File: config.mk
export PLATFORM = sky130hd
export DESIGN_NAME = fcsol_cell
export DESIGN_NICKNAME = d
export VERILOG_FILES = /design/src/rtl/core/fcsol_pkg.sv /design/src/rtl/core/fcsol_cell.sv
export SDC_FILE = /design/constraint.sdc
export NUM_CORES = 1
export LEC_CHECK = 0
export BUFFER_PORTS_ARGS = -buffer_cell sky130_fd_sc_hd__buf_2
export CAP_MARGIN = 20
export CORE_MARGIN = 2
export CORE_UTILIZATION = 49
export DETAILED_ROUTE_END_ITERATION = 8
export HOLD_SLACK_MARGIN = 0.06
export PLACE_DENSITY = 0.92
export SYNTH_ARGS = -nofsm -noshare
export SYNTH_HDL_FRONTEND = slang
export SYNTH_SLANG_ARGS = --single-unit
File: constraint.sdc
create_clock -name aclk -period 8.2 [get_ports aclk]
set_input_delay 0.41 -clock aclk [delete_from_list [all_inputs] [get_ports aclk]]
set_output_delay 0.41 -clock aclk [all_outputs]
set_load 0.03 [all_outputs]
File: src/rtl/core/fcsol_pkg.sv
package fcsol_pkg;

    // list geometry
    localparam int ENTRIES     = 1024;
    localparam int KEY_WIDTH   = 32;
    localparam int COUNT_WIDTH = 16;
    localparam int IDX_W       = (ENTRIES > 1) ? $clog2(ENTRIES) : 1;
    localparam int FILL_W      = $clog2(ENTRIES + 1);

    // port field widths
    localparam int KEY_IN_W    = 32;
    localparam int STATUS_W    = 2;
    localparam int POS_W       = 10;
    localparam int TDATA_IN_W  = 32;
    localparam int TDATA_OUT_W = 16;
    localparam int OUT_PAD_W   = TDATA_OUT_W - POS_W - STATUS_W;

    // first-set search tree: groups of cells, then one level over the groups
    localparam int GRP    = 64;
    localparam int GRP_W  = 6;
    localparam int NGRP   = (ENTRIES + GRP - 1) / GRP;
    localparam int GSEL_W = (NGRP > 1) ? $clog2(NGRP) : 1;
    localparam int NPAD   = NGRP * GRP;

    localparam logic [COUNT_WIDTH-1:0] COUNT_MAX = {COUNT_WIDTH{1'b1}};
    localparam logic [FILL_W-1:0]      FILL_FULL = FILL_W'(ENTRIES);

    // request kinds
    localparam logic KIND_APPEND = 1'b0;
    localparam logic KIND_ACCESS = 1'b1;

    typedef enum logic [STATUS_W-1:0] {
        ST_APPENDED = 2'd0,
        ST_HIT      = 2'd1,
        ST_MISS     = 2'd2,
        ST_FULL     = 2'd3
    } status_t;

    // control broadcast from the sequencer to every cell
    typedef struct packed {
        logic                   less_phase;
        logic                   move_en;
        logic [KEY_WIDTH-1:0]   key;
        logic [COUNT_WIDTH-1:0] cnt;
        logic [IDX_W-1:0]       dst;
        logic [IDX_W-1:0]       hi;
        logic [FILL_W-1:0]      fill;
    } bcast_t;

    // answer of the first-set search
    typedef struct packed {
        logic                   found;
        logic [IDX_W-1:0]       idx;
        logic [COUNT_WIDTH-1:0] cnt;
    } find_t;

    // list index to the low bits of the position field
    function automatic logic [POS_W-1:0] idx_to_pos(input logic [IDX_W-1:0] idx);
        logic [IDX_W+POS_W-1:0] wide;
        wide = (IDX_W + POS_W)'(idx);
        return wide[POS_W-1:0];
    endfunction

endpackage

File: src/rtl/core/fcsol_cell.sv
module fcsol_cell import fcsol_pkg::*; (
    input  logic                   aclk,
    input  logic [IDX_W-1:0]       cell_idx,
    input  bcast_t                 bcast,
    input  logic [KEY_WIDTH-1:0]   prev_key,
    input  logic [COUNT_WIDTH-1:0] prev_cnt,
    output logic [KEY_WIDTH-1:0]   key_out,
    output logic [COUNT_WIDTH-1:0] cnt_out,
    output logic                   flag_out
);

    logic [KEY_WIDTH-1:0]   key_reg, key_next;
    logic [COUNT_WIDTH-1:0] cnt_reg, cnt_next;
    logic                   flag_reg, flag_next;
    logic                   in_list;
    logic                   is_dst;
    logic                   in_run;

    // position tests against the broadcast
    always_comb begin
        in_list = FILL_W'(cell_idx) < bcast.fill;
        is_dst  = cell_idx == bcast.dst;
        in_run  = (cell_idx > bcast.dst) && (cell_idx <= bcast.hi);
    end

    // load the moved entry, or take the neighbor's entry to open the gap
    always_comb begin
        key_next = key_reg;
        cnt_next = cnt_reg;
        if (bcast.move_en) begin
            if (is_dst) begin
                key_next = bcast.key;
                cnt_next = bcast.cnt;
            end else if (in_run) begin
                key_next = prev_key;
                cnt_next = prev_cnt;
            end
        end
    end

    // key match, or count below the new count
    always_comb begin
        if (bcast.less_phase) begin
            flag_next = in_list && (cnt_reg < bcast.cnt);
        end else begin
            flag_next = in_list && (key_reg == bcast.key);
        end
    end

    always_ff @(posedge aclk) begin
        key_reg  <= key_next;
        cnt_reg  <= cnt_next;
        flag_reg <= flag_next;
    end

    assign key_out  = key_reg;
    assign cnt_out  = cnt_reg;
    assign flag_out = flag_reg;

endmodule

==> run_results.csv <==
group,metric,value,unit
power_and_ir_drop,peakVddDrop,0.119,mV
route,drt_wl_total,9210,um
synthesis,seq_area_frac_synth,41.3,%
global_route,grt_first_pass_wirelength,13900,um
final_layout,diodes,0,
worst_setup_path,ff2ff_setup_slack,6.23,ns
clock_network,htree_levels,2,
worst_setup_path,critPathMaxFanout,50,
worst_setup_path,critPathCaptureType,"flip-flop",
placement,dp_cells,581,
power_and_ir_drop,cellPowerDensity,146,nW/um2
clock_network,cts_hold_buffers,0,
synthesis,synth-async-reset-ratio,0,%
synthesis,syn_area,3530,um2
flow_run,drv_cap,0,
route,wl_per_cell,15.6,um
synthesis,ys_ff_latch,49,
clock_network,cts_tree,"done",
route,drc,0,
clock_network,cts_root_buf,"clkbuf_8",
synthesis,synth_cell_types,34,
final_layout,instances_no_fill,589,
clock_network,cts_made_buffers,5,
synthesis,synth_top_area_share,40.8,%
timing,worst_slew_pin_slew,0.635,ns
timing,finClkSkew,0.00950,ns
global_route,grt.total_usage,22.9,%
die,dieArea,7910,um2
worst_setup_path,cp-start-kind,"input port",
synthesis,yosys-top-cells-area,"edfxtp_1 41%, ha_1 16%, mux2_2 15%, xnor2_1 7.7%, inv_1 5.2%",
placement,place.gp.congestion,0.897,
run_status,outcome,"complete, no violations",
synthesis,yosys_warnings,0,
timing,period_needed,2.91,ns
placement,portBuffers,188,
placement,dpl.hpwl,7680,um
clock_network,max-clock-path-buffers,2,
timing,rsz0062_at_grt,"no",
die,die_y,88.9,um
timing,fin_crit_sh,35.5,%
clock_network,clock-sinks,49,
synthesis,syn_nets,484,
route,vias,3013,
timing,setup_viol,0,
die,std_cell_rows,30,
timing,finalSetupTns,0,ns
worst_setup_path,crit_type,"in2reg",
clock_network,clk_latency,0.30,ns
route,drt-pass1-iter-count,4,
synthesis,synth_common_cells,"49 x inv_1, 48 x edfxtp_1, 46 x mux2_2",
global_route,grt_overflow_total,0,
route,drtIter0Drc,65,
final_layout,stdcell_area,4660,um2
timing,slew_violations,0,
synthesis,synth-edff-count,48,
clock_network,postCtsSetupBuffers,0,
timing,fmax,343,MHz
final_layout,layout-drive-gt1-share,50.1,%
synthesis,yosysTopAreaCell,"edfxtp_1",
die,core,6870,um2
hold_path,hold_path.class,"in2reg",
die,initial_core_util,51.5,%
final_layout,nNetsFinal,676,
route,ant_nets,0,
die,die_x,88.9,um
worst_setup_path,worst_ep_required_time,8.14,ns
global_route,grt_max_degree,51,
worst_setup_path,crit_arrival,2.85,ns
global_route,grt_pass1_vias,3166,
die,io_pins,189,
synthesis,avgSynthCellArea,11.8,um2
clock_network,cts_resized,0,
synthesis,synth.most_common_cell,"inv_1",
synthesis,synthFlopType,"edfxtp_1",
placement,placed_area,4580,um2
clock_network,cts.clk_slew.worst_paths,0.09,ns
timing,relSlewSlack,57.7,%
route,vias_per_cell,5.12,
power_and_ir_drop,fin_total_pwr,682,uW
final_layout,syn_to_final_growth,32.0,%
synthesis,synthCells,300,
timing,finalHoldViolations,0,
power_and_ir_drop,leakagePower,0.00224,uW
global_route,antenna_found_initial,0,
-- final timing paths --
path	endpoint	cells after the start	from
worst max-delay path	cnt_out[15]	8	cell_idx[9]
worst min-delay path	cnt_out[11]	2	prev_cnt[11]
worst max register to register	flag_out	6	cnt_out[15]
worst min register to register	flag_out	5	key_out[22]
-- state kept, by name, summed over array words and instances, names as in the netlist --
signal,flops
cnt_out,16
key_out,32
flag_out,1
-- per-layer routing --
metal	global-route usage (%)	vias up	wire, um
li1	-	1480	-
met1	23.4	1376	3350
met2	45.7	139	5030
met3	5.17	18	664
met4	7.19	0	163
met5	0	-	0
-- cell usage in the layout (no fill, tap or decap), types with 3 or more instances in the layout --
cell       netlist  layout
buf_2            0     188
a21o_1           9       9
edfxtp_1        48      48
ha_1            44      44
o21ai_0          3       3
inv_1           49      49
nor3_1           5       5
nand4_1         15      15
mux2_2          46      46
o2111ai_1        3       3
xnor2_1         31      31
clkbuf_8         0       5
a21oi_1          9       9
nand3_1          4       4
a211oi_1         4       4
nand2_1          4       4
-- per-stage QoR --
stage | hold slack (ns) | setup WS (ns) | utilization [%]
floorplan | 0.611 | 4.32 | -
global placement | 0.698 | 5.15 | 66.6
detailed placement | 0.703 | 5.02 | 66.6
CTS | 0.384 | 5.34 | 67.9
global route | 0.389 | 5.18 | 67.9
finish | 0.392 | 5.29 | 67.9
-- logic make-up (layout without fill, tap and decap cells) --
| logic type | count (synthesis) | after routing | synth area share (%) |
|---|---|---|---|
| buf+inv | 54 | 247 | 6.37 |
| fa+ha+maj | 44 | 44 | 15.6 |
| compound gates | 37 | 37 | 7.47 |
| flops | 49 | 49 | 41.3 |
| mux | 48 | 48 | 15.3 |
| xor+xnor | 32 | 32 | 7.93 |
| simple gates | 36 | 36 | 6.02 |
-- where the power goes --
group          leakage [uW]  internal, uW  switching, uW
logic               0.00175          90.8            127
clock network     0.0000374          60.3           81.1
registers          0.000451           306           16.9
-- critical path: stages --
cell and delay, ns:
buf_2 0.12, ha_1 0.29, nand4_1 0.24, nor3_4 0.19, buf_4 0.53, a31oi_1 0.16
a211oi_4 0.28, buf_4 0.54
-- cell type report --
class	instances	area, um2
fillers	521	2200
well taps	96	120
repair buffers	190	956
clock inverters	2	15.0
flip-flops and latches	49	1460
clock buffers	6	72.6
inverters	49	184
multi-input cells	197	1860
Note: power is estimated with default switching activity, not from simulation.
